File: src/design/cpi_pkg.sv
// Shared types and constants of the calibration point interpolator.
// Used by the channel interfaces and the top level; depends on nothing.
`default_nettype none

package cpi_pkg;

  // Number of calibration point slots in the register map
  localparam int MAX_POINTS   = 4;
  localparam int RAW_W        = 16;
  localparam int TRUE_W       = 32;

  // Configuration port
  localparam int CFG_IDX_W    = 3;
  localparam int CFG_DATA_W   = 32;
  localparam logic [CFG_IDX_W-1:0] REG_RAW_BASE  = 3'd0;
  localparam logic [CFG_IDX_W-1:0] REG_TRUE_BASE = 3'd4;

  // Result case codes
  localparam int CODE_W = 3;
  localparam logic [CODE_W-1:0] CASE_EXACT      = 3'd0;
  localparam logic [CODE_W-1:0] CASE_NO_POINTS  = 3'd1;
  localparam logic [CODE_W-1:0] CASE_EXTRAP_TWO = 3'd2;
  localparam logic [CODE_W-1:0] CASE_ORIGIN_HI  = 3'd3;
  localparam logic [CODE_W-1:0] CASE_ORIGIN_LO  = 3'd4;
  localparam logic [CODE_W-1:0] CASE_INTERP     = 3'd5;

  // Datapath widths: offset x |rise| product, dividend and divider steps
  localparam int RISE_W    = TRUE_W + 1;
  localparam int PROD_W    = RAW_W + RISE_W;
  localparam int DIV_W     = 50;
  localparam int DIV_STEPS = DIV_W / 2;
  localparam int CNT_W     = 5;
  localparam int SUM_W     = DIV_W + 2;

  typedef enum logic [2:0] {
    ST_IDLE,
    ST_SCAN,
    ST_SETUP,
    ST_MULT,
    ST_DIV,
    ST_FINISH
  } cpi_state_t;

endpackage : cpi_pkg

`default_nettype wire

File: src/design/cpi_in_if.sv
// Input channel of the interpolator: one raw sample per request.
// Depends on cpi_pkg.
`default_nettype none

interface cpi_in_if;
  import cpi_pkg::*;

  logic             valid;
  logic             ready;
  logic [RAW_W-1:0] raw_sample;

  modport source (output valid, output raw_sample, input ready);
  modport sink   (input valid, input raw_sample, output ready);
endinterface : cpi_in_if

`default_nettype wire

File: src/design/cpi_out_if.sv
// Result channel of the interpolator: calibrated value, case code, clip flag.
// Depends on cpi_pkg.
`default_nettype none

interface cpi_out_if;
  import cpi_pkg::*;

  logic                     valid;
  logic                     ready;
  logic signed [TRUE_W-1:0] calibrated_value;
  logic [CODE_W-1:0]        case_code;
  logic                     saturated;

  modport source (output valid, output calibrated_value, output case_code,
                  output saturated, input ready);
  modport sink   (input valid, input calibrated_value, input case_code,
                  input saturated, output ready);
endinterface : cpi_out_if

`default_nettype wire

File: src/design/calibration_point_interpolator.sv
// Piecewise linear calibration of raw samples against configured points.
// Depends on cpi_pkg, cpi_in_if and cpi_out_if.
// One request is processed at a time; the next is accepted only once the result
//   is in the output register. An exact match or no point in use skips the multiply
//   and divide steps; the point scan takes one point a cycle and the 50-bit divider
//   retires two bits a cycle.
// A finished result waits in the output register while the next request is taken.
// Reset (rst_n low, synchronous) clears all points to zero and empties the block.
`default_nettype none

module calibration_point_interpolator #(
  parameter int NUM_POINTS = cpi_pkg::MAX_POINTS
) (
  input  wire                                 clk,
  input  wire                                 rst_n,
  cpi_in_if.sink                              in_ch,
  cpi_out_if.source                           out_ch,
  input  wire                                 cfg_we,
  input  wire  [cpi_pkg::CFG_IDX_W-1:0]       cfg_index,
  input  wire  [cpi_pkg::CFG_DATA_W-1:0]      cfg_data
);
  import cpi_pkg::*;

  localparam int IDX_W = (NUM_POINTS > 1) ? $clog2(NUM_POINTS) : 1;
  localparam logic [IDX_W-1:0] IDX_LAST = IDX_W'(NUM_POINTS - 1);
  localparam logic [CNT_W-1:0] CNT_LAST = CNT_W'(DIV_STEPS - 1);

  // Calibration point registers
  logic [RAW_W-1:0]         raw_r  [NUM_POINTS];
  logic signed [TRUE_W-1:0] true_r [NUM_POINTS];

  // Sequencer and datapath registers
  cpi_state_t               state_r, state_nxt;
  logic [RAW_W-1:0]         sample_r, sample_nxt;
  logic [IDX_W-1:0]         idx_r, idx_nxt;
  logic                     any_r, any_nxt;
  logic                     match_r, match_nxt;
  logic signed [TRUE_W-1:0] match_true_r, match_true_nxt;
  logic                     lo_v_r, lo_v_nxt;
  logic [RAW_W-1:0]         lo_raw_r, lo_raw_nxt;
  logic signed [TRUE_W-1:0] lo_true_r, lo_true_nxt;
  logic                     lo2_v_r, lo2_v_nxt;
  logic [RAW_W-1:0]         lo2_raw_r, lo2_raw_nxt;
  logic signed [TRUE_W-1:0] lo2_true_r, lo2_true_nxt;
  logic                     hi_v_r, hi_v_nxt;
  logic [RAW_W-1:0]         hi_raw_r, hi_raw_nxt;
  logic signed [TRUE_W-1:0] hi_true_r, hi_true_nxt;
  logic [CODE_W-1:0]        code_r, code_nxt;
  logic signed [TRUE_W-1:0] base_r, base_nxt;
  logic                     neg_r, neg_nxt;
  logic [RAW_W-1:0]         off_r, off_nxt;
  logic [RISE_W-1:0]        rise_r, rise_nxt;
  logic [RAW_W-1:0]         run_r, run_nxt;
  logic [DIV_W-1:0]         quo_r, quo_nxt;
  logic [RAW_W-1:0]         rem_r, rem_nxt;
  logic [CNT_W-1:0]         cnt_r, cnt_nxt;
  logic                     out_valid_r, out_valid_nxt;
  logic signed [TRUE_W-1:0] out_value_r, out_value_nxt;
  logic [CODE_W-1:0]        out_code_r, out_code_nxt;
  logic                     out_sat_r, out_sat_nxt;

  logic                     in_acc;
  logic                     out_free;
  logic [RAW_W-1:0]         cur_raw;
  logic signed [TRUE_W-1:0] cur_true;
  logic                     cur_used;
  logic signed [RISE_W-1:0] rise_s;
  logic [PROD_W-1:0]        prod;
  logic [RAW_W:0]           t1, t2;
  logic                     ge1, ge2;
  logic [RAW_W-1:0]         r1, r2;
  logic                     arith;
  logic                     rnd;
  logic [DIV_W-1:0]         q_rnd;
  logic signed [DIV_W:0]    sq;
  logic signed [SUM_W-1:0]  sum;
  logic                     sat_hi, sat_lo;
  logic [RAW_W-1:0]         cfg_slot;

  assign in_acc   = in_ch.valid && in_ch.ready;
  assign out_free = !out_valid_r || out_ch.ready;

  assign in_ch.ready           = (state_r == ST_IDLE);
  assign out_ch.valid          = out_valid_r;
  assign out_ch.calibrated_value = out_value_r;
  assign out_ch.case_code      = out_code_r;
  assign out_ch.saturated      = out_sat_r;

  // Configuration writes; slots at or beyond NUM_POINTS are never stored
  assign cfg_slot = RAW_W'(cfg_index[1:0]);

  always_ff @(posedge clk) begin
    if (!rst_n) begin
      for (int i = 0; i < NUM_POINTS; i++) begin
        raw_r[i]  <= '0;
        true_r[i] <= '0;
      end
    end else if (cfg_we && (int'(cfg_slot) < NUM_POINTS)) begin
      if (cfg_index < REG_TRUE_BASE) begin
        raw_r[cfg_slot[IDX_W-1:0]]  <= cfg_data[RAW_W-1:0];
      end else begin
        true_r[cfg_slot[IDX_W-1:0]] <= cfg_data[TRUE_W-1:0];
      end
    end
  end

  // Point under scan
  assign cur_raw  = raw_r[idx_r];
  assign cur_true = true_r[idx_r];
  assign cur_used = (cur_raw != '0);

  // Shared multiplier and divider step pair
  assign prod = off_r * rise_r;

  assign t1  = {rem_r, quo_r[DIV_W-1]};
  assign ge1 = (t1 >= {1'b0, run_r});
  assign r1  = ge1 ? RAW_W'(t1 - {1'b0, run_r}) : t1[RAW_W-1:0];
  assign t2  = {r1, quo_r[DIV_W-2]};
  assign ge2 = (t2 >= {1'b0, run_r});
  assign r2  = ge2 ? RAW_W'(t2 - {1'b0, run_r}) : t2[RAW_W-1:0];

  // Round half away from zero, apply sign, add base, saturate
  assign arith  = (code_r != CASE_EXACT) && (code_r != CASE_NO_POINTS);
  assign rnd    = arith && ({rem_r, 1'b0} >= {1'b0, run_r});
  assign q_rnd  = quo_r + DIV_W'(rnd);
  assign sq     = neg_r ? -$signed({1'b0, q_rnd}) : $signed({1'b0, q_rnd});
  assign sum    = $signed({{(SUM_W-TRUE_W){base_r[TRUE_W-1]}}, base_r})
                + $signed({sq[DIV_W], sq});
  assign sat_hi = !sum[SUM_W-1] && (|sum[SUM_W-2:TRUE_W-1]);
  assign sat_lo = sum[SUM_W-1] && !(&sum[SUM_W-2:TRUE_W-1]);

  // Next state
  always_comb begin
    state_nxt = state_r;
    case (state_r)
      ST_IDLE: begin
        if (in_acc) state_nxt = ST_SCAN;
      end
      ST_SCAN: begin
        if (idx_r == IDX_LAST) state_nxt = ST_SETUP;
      end
      ST_SETUP: begin
        if (match_r || !any_r) state_nxt = ST_FINISH;
        else                   state_nxt = ST_MULT;
      end
      ST_MULT: begin
        state_nxt = ST_DIV;
      end
      ST_DIV: begin
        if (cnt_r == CNT_LAST) state_nxt = ST_FINISH;
      end
      ST_FINISH: begin
        if (out_free) state_nxt = ST_IDLE;
      end
      default: begin
        state_nxt = ST_IDLE;
      end
    endcase
  end

  // Datapath updates per state
  always_comb begin
    sample_nxt     = sample_r;
    idx_nxt        = idx_r;
    any_nxt        = any_r;
    match_nxt      = match_r;
    match_true_nxt = match_true_r;
    lo_v_nxt       = lo_v_r;
    lo_raw_nxt     = lo_raw_r;
    lo_true_nxt    = lo_true_r;
    lo2_v_nxt      = lo2_v_r;
    lo2_raw_nxt    = lo2_raw_r;
    lo2_true_nxt   = lo2_true_r;
    hi_v_nxt       = hi_v_r;
    hi_raw_nxt     = hi_raw_r;
    hi_true_nxt    = hi_true_r;
    code_nxt       = code_r;
    base_nxt       = base_r;
    neg_nxt        = neg_r;
    off_nxt        = off_r;
    rise_nxt       = rise_r;
    run_nxt        = run_r;
    quo_nxt        = quo_r;
    rem_nxt        = rem_r;
    cnt_nxt        = cnt_r;
    out_valid_nxt  = out_valid_r && !out_ch.ready;
    out_value_nxt  = out_value_r;
    out_code_nxt   = out_code_r;
    out_sat_nxt    = out_sat_r;
    rise_s         = '0;

    case (state_r)
      ST_IDLE: begin
        if (in_acc) begin
          sample_nxt = in_ch.raw_sample;
          idx_nxt    = '0;
          any_nxt    = 1'b0;
          match_nxt  = 1'b0;
          lo_v_nxt   = 1'b0;
          lo2_v_nxt  = 1'b0;
          hi_v_nxt   = 1'b0;
        end
      end

      // One point a cycle: first exact match, two nearest lesser, nearest greater
      ST_SCAN: begin
        idx_nxt = idx_r + IDX_W'(1);
        if (cur_used) begin
          any_nxt = 1'b1;
          if (cur_raw == sample_r && !match_r) begin
            match_nxt      = 1'b1;
            match_true_nxt = cur_true;
          end
          if (cur_raw < sample_r) begin
            if (!lo_v_r || cur_raw > lo_raw_r) begin
              lo2_v_nxt    = lo_v_r;
              lo2_raw_nxt  = lo_raw_r;
              lo2_true_nxt = lo_true_r;
              lo_v_nxt     = 1'b1;
              lo_raw_nxt   = cur_raw;
              lo_true_nxt  = cur_true;
            end else if (cur_raw < lo_raw_r && (!lo2_v_r || cur_raw > lo2_raw_r)) begin
              lo2_v_nxt    = 1'b1;
              lo2_raw_nxt  = cur_raw;
              lo2_true_nxt = cur_true;
            end
          end else if (cur_raw > sample_r) begin
            if (!hi_v_r || cur_raw < hi_raw_r) begin
              hi_v_nxt    = 1'b1;
              hi_raw_nxt  = cur_raw;
              hi_true_nxt = cur_true;
            end
          end
        end
      end

      // Pick the case and base; for the arithmetic cases set up offset, rise and run
      ST_SETUP: begin
        quo_nxt = '0;
        rem_nxt = '0;
        cnt_nxt = '0;
        neg_nxt = 1'b0;
        if (match_r) begin
          code_nxt = CASE_EXACT;
          base_nxt = match_true_r;
        end else if (!any_r) begin
          code_nxt = CASE_NO_POINTS;
          base_nxt = '0;
        end else begin
          if (lo_v_r && hi_v_r) begin
            code_nxt = CASE_INTERP;
            base_nxt = lo_true_r;
            off_nxt  = sample_r - lo_raw_r;
            run_nxt  = hi_raw_r - lo_raw_r;
            rise_s   = RISE_W'(hi_true_r) - RISE_W'(lo_true_r);
          end else if (lo_v_r && lo2_v_r) begin
            code_nxt = CASE_EXTRAP_TWO;
            base_nxt = lo_true_r;
            off_nxt  = sample_r - lo_raw_r;
            run_nxt  = lo_raw_r - lo2_raw_r;
            rise_s   = RISE_W'(lo_true_r) - RISE_W'(lo2_true_r);
          end else if (lo_v_r) begin
            code_nxt = CASE_ORIGIN_HI;
            base_nxt = lo_true_r;
            off_nxt  = sample_r - lo_raw_r;
            run_nxt  = lo_raw_r;
            rise_s   = RISE_W'(lo_true_r);
          end else begin
            code_nxt = CASE_ORIGIN_LO;
            base_nxt = '0;
            off_nxt  = sample_r;
            run_nxt  = hi_raw_r;
            rise_s   = RISE_W'(hi_true_r);
          end
          neg_nxt  = rise_s[RISE_W-1];
          rise_nxt = rise_s[RISE_W-1] ? RISE_W'(-rise_s) : RISE_W'(rise_s);
        end
      end

      ST_MULT: begin
        quo_nxt = DIV_W'(prod);
        rem_nxt = '0;
        cnt_nxt = '0;
      end

      // Restoring division, two quotient bits a cycle
      ST_DIV: begin
        quo_nxt = {quo_r[DIV_W-3:0], ge1, ge2};
        rem_nxt = r2;
        cnt_nxt = cnt_r + CNT_W'(1);
      end

      ST_FINISH: begin
        if (out_free) begin
          out_valid_nxt = 1'b1;
          out_code_nxt  = code_r;
          out_sat_nxt   = sat_hi || sat_lo;
          if (sat_hi)      out_value_nxt = {1'b0, {(TRUE_W-1){1'b1}}};
          else if (sat_lo) out_value_nxt = {1'b1, {(TRUE_W-1){1'b0}}};
          else             out_value_nxt = sum[TRUE_W-1:0];
        end
      end

      default: begin
        idx_nxt = '0;
      end
    endcase
  end

  // Control registers
  always_ff @(posedge clk) begin
    if (!rst_n) begin
      state_r     <= ST_IDLE;
      out_valid_r <= 1'b0;
    end else begin
      state_r     <= state_nxt;
      out_valid_r <= out_valid_nxt;
    end
  end

  // Payload registers
  always_ff @(posedge clk) begin
    sample_r     <= sample_nxt;
    idx_r        <= idx_nxt;
    any_r        <= any_nxt;
    match_r      <= match_nxt;
    match_true_r <= match_true_nxt;
    lo_v_r       <= lo_v_nxt;
    lo_raw_r     <= lo_raw_nxt;
    lo_true_r    <= lo_true_nxt;
    lo2_v_r      <= lo2_v_nxt;
    lo2_raw_r    <= lo2_raw_nxt;
    lo2_true_r   <= lo2_true_nxt;
    hi_v_r       <= hi_v_nxt;
    hi_raw_r     <= hi_raw_nxt;
    hi_true_r    <= hi_true_nxt;
    code_r       <= code_nxt;
    base_r       <= base_nxt;
    neg_r        <= neg_nxt;
    off_r        <= off_nxt;
    rise_r       <= rise_nxt;
    run_r        <= run_nxt;
    quo_r        <= quo_nxt;
    rem_r        <= rem_nxt;
    cnt_r        <= cnt_nxt;
    out_value_r  <= out_value_nxt;
    out_code_r   <= out_code_nxt;
    out_sat_r    <= out_sat_nxt;
  end

  // Checks
  a_accept_starts_scan: assert property (@(posedge clk) disable iff (!rst_n)
    in_acc |=> state_r == ST_SCAN)
    else $error("accepted request did not start the point scan");

  a_div_rem_bound: assert property (@(posedge clk) disable iff (!rst_n)
    state_r == ST_DIV |-> (run_r != '0) && (rem_r < run_r))
    else $error("divider remainder out of range or zero run");

  a_div_ends: assert property (@(posedge clk) disable iff (!rst_n)
    (state_r == ST_DIV) && (cnt_r == CNT_LAST) |=> state_r == ST_FINISH)
    else $error("divider did not finish after its last step");

  a_result_from_finish: assert property (@(posedge clk) disable iff (!rst_n)
    $rose(out_valid_r) |-> $past(state_r) == ST_FINISH)
    else $error("result appeared outside the finish step");

  a_sat_only_arith: assert property (@(posedge clk) disable iff (!rst_n)
    out_valid_r && out_sat_r |-> (out_code_r != CASE_EXACT) &&
                                 (out_code_r != CASE_NO_POINTS))
    else $error("clip flag set on an exact or empty result");

endmodule : calibration_point_interpolator

`default_nettype wire

File: src/flat_wrapper.sv
// flat-port wrapper written by rule: the top's interface ports become plain ports
module calibration_point_interpolator_flat import cpi_pkg::*;
#(
  parameter int NUM_POINTS = cpi_pkg::MAX_POINTS
)
  (clk, rst_n, cfg_we, cfg_index, cfg_data, in_ch_valid, in_ch_raw_sample, in_ch_ready, out_ch_valid, out_ch_calibrated_value, out_ch_case_code, out_ch_saturated, out_ch_ready);
  cpi_in_if in_ch_i ();
  cpi_out_if out_ch_i ();
  input  wire clk;
  input  wire rst_n;
  input  wire cfg_we;
  input  wire  [cpi_pkg::CFG_IDX_W-1:0] cfg_index;
  input  wire  [cpi_pkg::CFG_DATA_W-1:0] cfg_data;
  input wire logic [$bits(in_ch_i.valid)-1:0] in_ch_valid;
  input wire logic [$bits(in_ch_i.raw_sample)-1:0] in_ch_raw_sample;
  output wire logic [$bits(in_ch_i.ready)-1:0] in_ch_ready;
  output wire logic [$bits(out_ch_i.valid)-1:0] out_ch_valid;
  output wire logic [$bits(out_ch_i.calibrated_value)-1:0] out_ch_calibrated_value;
  output wire logic [$bits(out_ch_i.case_code)-1:0] out_ch_case_code;
  output wire logic [$bits(out_ch_i.saturated)-1:0] out_ch_saturated;
  input wire logic [$bits(out_ch_i.ready)-1:0] out_ch_ready;
  assign in_ch_i.valid = in_ch_valid;
  assign in_ch_i.raw_sample = in_ch_raw_sample;
  assign in_ch_ready = in_ch_i.ready;
  assign out_ch_valid = out_ch_i.valid;
  assign out_ch_calibrated_value = out_ch_i.calibrated_value;
  assign out_ch_case_code = out_ch_i.case_code;
  assign out_ch_saturated = out_ch_i.saturated;
  assign out_ch_i.ready = out_ch_ready;
  calibration_point_interpolator #(.NUM_POINTS(NUM_POINTS)) u_core (.clk(clk), .rst_n(rst_n), .in_ch(in_ch_i), .out_ch(out_ch_i), .cfg_we(cfg_we), .cfg_index(cfg_index), .cfg_data(cfg_data));
endmodule
File: config.mk
export PLATFORM = sky130hd
export DESIGN_NAME = calibration_point_interpolator_flat
export DESIGN_NICKNAME = d
export VERILOG_FILES = /design/src/design/cpi_pkg.sv /design/src/design/cpi_in_if.sv /design/src/design/cpi_out_if.sv /design/src/design/calibration_point_interpolator.sv /design/src/flat_wrapper.sv
export SDC_FILE = /design/constraint.sdc
export NUM_CORES = 2
export LEC_CHECK = 0
export ABC_AREA = 1
export BUFFER_PORTS_ARGS = -buffer_cell sky130_fd_sc_hd__buf_4
export CAP_MARGIN = 20
export CORE_MARGIN = 3
export CORE_UTILIZATION = 40
export CTS_BUF_LIST = sky130_fd_sc_hd__clkbuf_4
export CTS_CLUSTER_SIZE = 28
export DETAILED_ROUTE_END_ITERATION = 8
export HOLD_SLACK_MARGIN = 0.06
export PLACE_DENSITY = 0.67
export SYNTH_ARGS = -nofsm -noshare
export SYNTH_HDL_FRONTEND = slang
export SYNTH_SLANG_ARGS = --single-unit
File: constraint.sdc
create_clock -name clk -period 8.38 [get_ports clk]
set_clock_uncertainty 0.15 [all_clocks]
set_input_delay 0.419 -clock clk [delete_from_list [all_inputs] [get_ports clk]]
set_output_delay 0.419 -clock clk [all_outputs]
set_load 0.05 [all_outputs]
======== Word-level counts from Yosys, hierarchy flattened ========
Memory sizes are Yosys's and may differ from the RTL's. A register that Yosys moved wholly into a read port is not among the register bits.
Index checks and enable logic that the tools add are counted.
storage, ports and cells
  bits in registers ....................... 411
  memory bits (writable) .................. 192
  bits of input ports ..................... 56
  output and inout bits ................... 38
  logic and storage cells ................. 218
  memories kept ........................... 2
memories
  memory         depth  bits a word  read ports  clocked after Yosys merged registers in  wr ports  RTL line                              text
  u_core.true_r  4      32           1           1                                        4         calibration_point_interpolator.sv:30  logic signed [TRUE_W-1:0] true_r [NUM_POINTS];
  u_core.raw_r   4      16           1           1                                        4         calibration_point_interpolator.sv:29  logic [RAW_W-1:0] raw_r [NUM_POINTS];
operators by class
  $add $sub $neg .......................... 13
  multipliers ............................. 1
  order comparisons ....................... 11
  eq/ne operators ......................... 21
  mux-type cells .......................... 80
  bitwise operators ....................... 4
  reduce and logical (&&, ||, !) cells .... 55
operator list
  operator                                                                  count
  32-bit two-way mux                                                        10
  33-bit two-way mux                                                        6
  16-bit two-way mux                                                        11
  50-bit one-hot mux with 3 select lines                                    1
  16-bit subtractor                                                         5
  32-bit by 32-bit subtractor with 33-bit output                            2
  32-bit by 51-bit adder with 52-bit output                                 1
  17-bit by 16-bit greater-or-equal comparator with 1-bit output            3
  51-bit two-way mux                                                        1
  50-bit negation with 51-bit output                                        1
  50-bit by 1-bit adder with 50-bit output                                  1
  16-bit by 33-bit multiplier with 49-bit output                            1
  16-bit > comparator                                                       3
  16-bit less-than comparator                                               3
  33-bit negation                                                           1
  16-bit one-hot mux with 2 select lines                                    1
  32-bit OR reduction                                                       1
  1-bit two-way mux                                                         29
  3-bit two-way mux                                                         8
  20-bit AND reduction                                                      1
  20-bit OR reduction                                                       1
  2-bit by 1-bit inequality test with 1-bit output (second input constant)  9
  3-bit one-hot mux with 6 select lines                                     1
  16-bit == test                                                            1
  other kinds (32)                                                          83

======== Logic depth before layout (Yosys ltp) ========
  depth in word-level cells ............... 11
  gate-level depth with buffers ........... 50
  gate-level depth less buffers ........... 49

======== Least setup slack after synthesis ========
No wires, ideal clock.
  path type ............................... reg-to-reg
  from .................................... register u_core.state_r[1]
  to ...................................... register u_core.off_r[0] (enable)
  setup time .............................. 0.489 ns
  data arrival time ....................... 6.181 ns
  required time ........................... 7.741 ns
  setup slack ............................. 1.560 ns
  stages on the path, launching flop included .. 5
  buffers on the path ..................... 0
  period minus slack after synthesis ...... 6.820 ns
  cells stage by stage .................... dfxtp_1 > inv_1 > nor3_1 > inv_1 > nor2_1
between the ends
  word-level cells in the longest chain between the ends .. 2
RTL lines
  item                                      RTL line                               text
  from (decl)                               calibration_point_interpolator.sv:33   cpi_state_t state_r, state_nxt;
  from (signal assigned)                    calibration_point_interpolator.sv:316  state_r <= state_nxt;
  3-bit by 2-bit == test with 1-bit output  calibration_point_interpolator.sv:192  case (state_r)
  3-bit AND reduction (no source line)      n/a
  to (signal assigned)                      calibration_point_interpolator.sv:340  off_r <= off_nxt;
  to (decl)                                 calibration_point_interpolator.sv:51   logic [RAW_W-1:0] off_r, off_nxt;
Every way passes these cells.
A chain may end at the register's enable or synchronous reset.

======== Worst setup path in the final report ========
  from .................................... register u_core.rem_r[13]
  to ...................................... register u_core.out_value_r[0], in the netlist u_core.out_ch.calibrated_value[0] (data pin)
between the ends
  word-level cells in the longest chain between the ends .. 10
  elaborated cells between the ends (all ways) .. 13
  classes of those cells .................. add/sub (3); order compare (1); mux (2); reduce/logical (7)
RTL lines
  item                                                              RTL line                               text
  from (decl)                                                       calibration_point_interpolator.sv:55   logic [RAW_W-1:0] rem_r, rem_nxt;
  from (signal assigned)                                            calibration_point_interpolator.sv:344  rem_r <= rem_nxt;
  17-bit by 16-bit greater-or-equal comparator with 1-bit output *  calibration_point_interpolator.sv:124  assign rnd = arith && ({rem_r, 1'b0} >= {1'b0, run_r});
  1-bit logical AND *                                               calibration_point_interpolator.sv:124
  50-bit by 1-bit adder with 50-bit output *                        calibration_point_interpolator.sv:125  assign q_rnd = quo_r + DIV_W'(rnd);
  50-bit negation with 51-bit output                                calibration_point_interpolator.sv:126  assign sq = neg_r ? -$signed({1'b0, q_rnd}) : $signed({1'b0, q_rnd});
  51-bit two-way mux *                                              calibration_point_interpolator.sv:126
  32-bit by 51-bit adder with 52-bit output *                       calibration_point_interpolator.sv:128  + $signed({sq[DIV_W], sq});
  20-bit AND reduction                                              calibration_point_interpolator.sv:130  assign sat_lo = sum[SUM_W-1] && !(&sum[SUM_W-2:TRUE_W-1]);
  1-bit logical NOT                                                 calibration_point_interpolator.sv:130
  1-bit logical AND                                                 calibration_point_interpolator.sv:130
  32-bit two-way mux                                                calibration_point_interpolator.sv:299  else if (sat_lo) out_value_nxt = {1'b1, {(TRUE_W-1){1'b0}}};
  to (signal assigned)                                              calibration_point_interpolator.sv:346  out_value_r <= out_value_nxt;
  to (decl)                                                         calibration_point_interpolator.sv:58   logic signed [TRUE_W-1:0] out_value_r, out_value_nxt;
Mark *: on every way between the ends. The rest lies on a longest branch, timed or not.

==> impl_metrics.json <==
{
  "clock_sinks": 605,
  "leakagePower_nw": 31.73,
  "fin_crit_sh": 0.9162,
  "synth_nets": 8733,
  "synth_fa_ha_area_frac": 0.2283,
  "synthMuxAreaShare": 0.0001677,
  "multi_input_area_mm2": 0.03529,
  "track_usage": 0.2621,
  "crit_slowest_cell": "edfxtp_1",
  "pin_count": 94,
  "drc": 0,
  "final_cell_mix": "nand2_1 (2148), inv_1 (1424), nor2_1 (785), edfxtp_1 (599), fa_1 (440)",
  "syn_to_final_growth_pct": 10.57,
  "dpl.hpwl_um": 160000,
  "synth_flop_cell": "edfxtp_1",
  "grt_pass1_wl_um": 310100,
  "ant_nets": 0,
  "grt_max_degree": 85,
  "register_area_mm2": 0.01811,
  "cts_root_buffer": "clkbuf_4",
  "cp_max_fo": 32,
  "grt_setup_unrepaired": "false",
  "core_area_mm2": 0.1480,
  "routed_wl_um": 202800,
  "min_period_ns": 7.678,
  "async_flop_share": 0,
  "dieArea_mm2": 0.1539,
  "worst_setup_path_end_kind": "register",
  "cts_buffer_depth": 3,
  "num-fill-cells": 14860,
  "ys_seq_elements": 605,
  "synthCells": 7852,
  "synth.distinct_cells": 61,
  "hold_viol": 0,
  "clk_pin_slew_ns": 0.06,
  "gp_congestion": 0.9838,
  "clock_latency_ns": 1.14,
  "holdCritPathClass": "primary input to register",
  "synthesis.area_mm2": 0.05968,
  "synth-edff-count": 599,
  "powerDensity_mw_per_mm2": 435.5,
  "synth_simple_gate_area_frac": 0.2399,
  "drt_iter0_markers": 5104,
  "avgSynthCellArea_um2": 7.601,
  "io_buffers": 93,
  "die_h_um": 392.3,
  "grt_antenna_before_repair": 5,
  "worstMarginPinSlew_ns": 1.031,
  "synth_xor_area_frac": 0.02688,
  "design_area_mm2": 0.06599,
  "vias_per_cell": 5.304,
  "place_area_mm2": 0.06279,
  "synth_warnings": 0,
  "grt_pass1_vias": 52910,
  "crit_path_frequent_cell": "nand2_1",
  "final_common_cell": "nand2_1",
  "arrival_ns": 8.32,
  "status": "finished clean",
  "vias": 53790,
  "drtPass1Iterations": 8,
  "slew_violations": 0,
  "layout-drive-gt1-share": 0.06668,
  "wl_per_cell_um": 20.00,
  "cts_tree": "yes",
  "tns_ns": 0,
  "num_rows": 141,
  "relSlewSlack": 0.3065,
  "final_nets": 8969,
  "max_freq_mhz": 130.2,
  "critPathKind": "register to register",
  "setup_viol": 0,
  "crit_path_max_incr_delay_ns": 0.40,
  "power_mw": 28.74,
  "start_util": 0.4032,
  "maxCapViolCount": 0,
  "cts_buffers": 170,
  "critPathRequiredTime_ns": 9.02,
  "synth_top_family_by_area": "simple AND/OR/NAND/NOR gates",
  "critPathLaunchType": "register",
  "seq_area_frac_synth": 0.3034,
  "grt-ovfl-total": 0,
  "synth_compound_gate_area_share": 0.09398,
  "ir_drop_mv": 0.4807,
  "htreeDepth": 4,
  "die_w_um": 392.3
}
layer usage:
layer	share of wire	vias up	global-route usage
met1	0.43	25900	0.3559
met3	0.069	325	0.03479
met4	0.029	2	0.07735
li1	-	25520	-
met5	0.000064	-	0
met2	0.47	2046	0.4364
worst paths after layout:
kind	startpoint	endpoint	slack, ns	depth (start not counted)
hold reg to reg	u_core.code_r[0]	u_core.out_ch.case_code[0]	0.30	0
hold / removal	in_ch_valid	u_core.sample_r[14]	0.20	4
setup / recovery	u_core.rem_r[13]	u_core.out_ch.calibrated_value[0]	0.70	38
setup reg to reg	u_core.rem_r[13]	u_core.out_ch.calibrated_value[0]	0.70	38
state kept, by name (all words and copies together), names as in the netlist, 32 cells and up, named ones only:
register	cells
u_core.base_r	32
u_core.hi_true_r	32
u_core.lo2_true_r	32
u_core.lo_true_r	32
u_core.match_true_r	32
u_core.out_ch.calibrated_value	32
u_core.quo_r	50
u_core.raw_r	64
u_core.rise_r	33
u_core.true_r	128
Yosys cell counts, drive strengths merged (4+ instances only):
master  count  share of area
edfxtp    599           0.30
o21a       15         0.0019
a21oi     376          0.032
a22oi       4        0.00050
xor2      133          0.020
o211ai      6        0.00075
o221ai     10         0.0015
a31oi      25         0.0026
and2        9        0.00094
a211oi      7        0.00088
fa        440           0.15
a221oi      7         0.0010
buf        36         0.0032
o21bai     23         0.0029
ha        385          0.081
or2        16         0.0017
nand4     101          0.011
clkbuf    224          0.014
o22ai      54         0.0057
nand2    2156           0.14
nor3       80         0.0071
nor4       15         0.0016
o21ai     437          0.037
a32oi      18         0.0026
xnor2      48         0.0070
nor2      806          0.052
dfxtp       6         0.0020
inv      1430          0.090
o31ai      10         0.0013
a21o       12         0.0015
a21boi     10         0.0013
nand3     315          0.027
nand3b     21         0.0026
critical path: cells and delay by family (launching register included):
family                     cells  cell delay [ns]
AOI/OAI and AO/OA              3             0.63
and+or+nand+nor               25             3.99
DFF                            1             0.40
xor gates and xnor gates       1             0.26
buffers and inverters          5             0.62
adders and majority gates      4             1.25
timing repair:
action	CTS	global route
gates resized for setup	0	9
hold buffers	106	0
buffers inserted	0	1
setup endpoints to repair	0	32
hold endpoints to repair	417	0
power breakdown:
| part | switching [mW] | leakage, nW | internal [mW] |
|---|---|---|---|
| Combinational | 14.4 | 24.9 | 6.70 |
| Clock | 1.36 | 1.22 | 1.32 |
| Sequential | 0.478 | 5.63 | 4.44 |
| Total | 16.3 | 31.7 | 12.5 |
cells by family (layout without fill, tap and decap cells):
| family | Yosys count | count (layout) |
|---|---|---|
| flip-flops | 605 | 605 |
| other | 0 | 7 |
| adder cells (fa/ha/maj) | 825 | 825 |
| multiplexers | 1 | 1 |
| AO/OA/AOI/OAI | 1023 | 1023 |
| XOR/XNOR | 181 | 181 |
| AND/OR/NAND/NOR | 3524 | 3524 |
| buffers and inverters | 1693 | 2044 |
per-stage QoR:
stage          cells  utilization  setup slack [ns]  hold WS [ns]
5_1_grt        10140       0.4459           0.02130       0.09791
3_5_place_dp    9738       0.4242            0.6617        0.2831
6_report       10140       0.4459            0.7018        0.1984
2_1_floorplan   7852            -             1.560        0.2503
3_3_place_gp    9738       0.4242            0.4528        0.2840
4_1_cts        10130       0.4454            0.5203       0.06214
cell type report:
| type | count | share of cell area |
|---|---|---|
| Inverter | 1433 | 0.08151 |
| Multi-Input combinational cell | 5554 | 0.5347 |
| Clock inverter | 57 | 0.005176 |
| Sequential cell | 605 | 0.2744 |
| Antenna cell | 7 | 0.0002654 |
| Tap cell | 1930 | 0.03659 |
| Timing Repair Buffer | 324 | 0.04124 |
| Clock buffer | 230 | 0.02616 |
No activity file was read; power rests on OpenSTA's default activity.
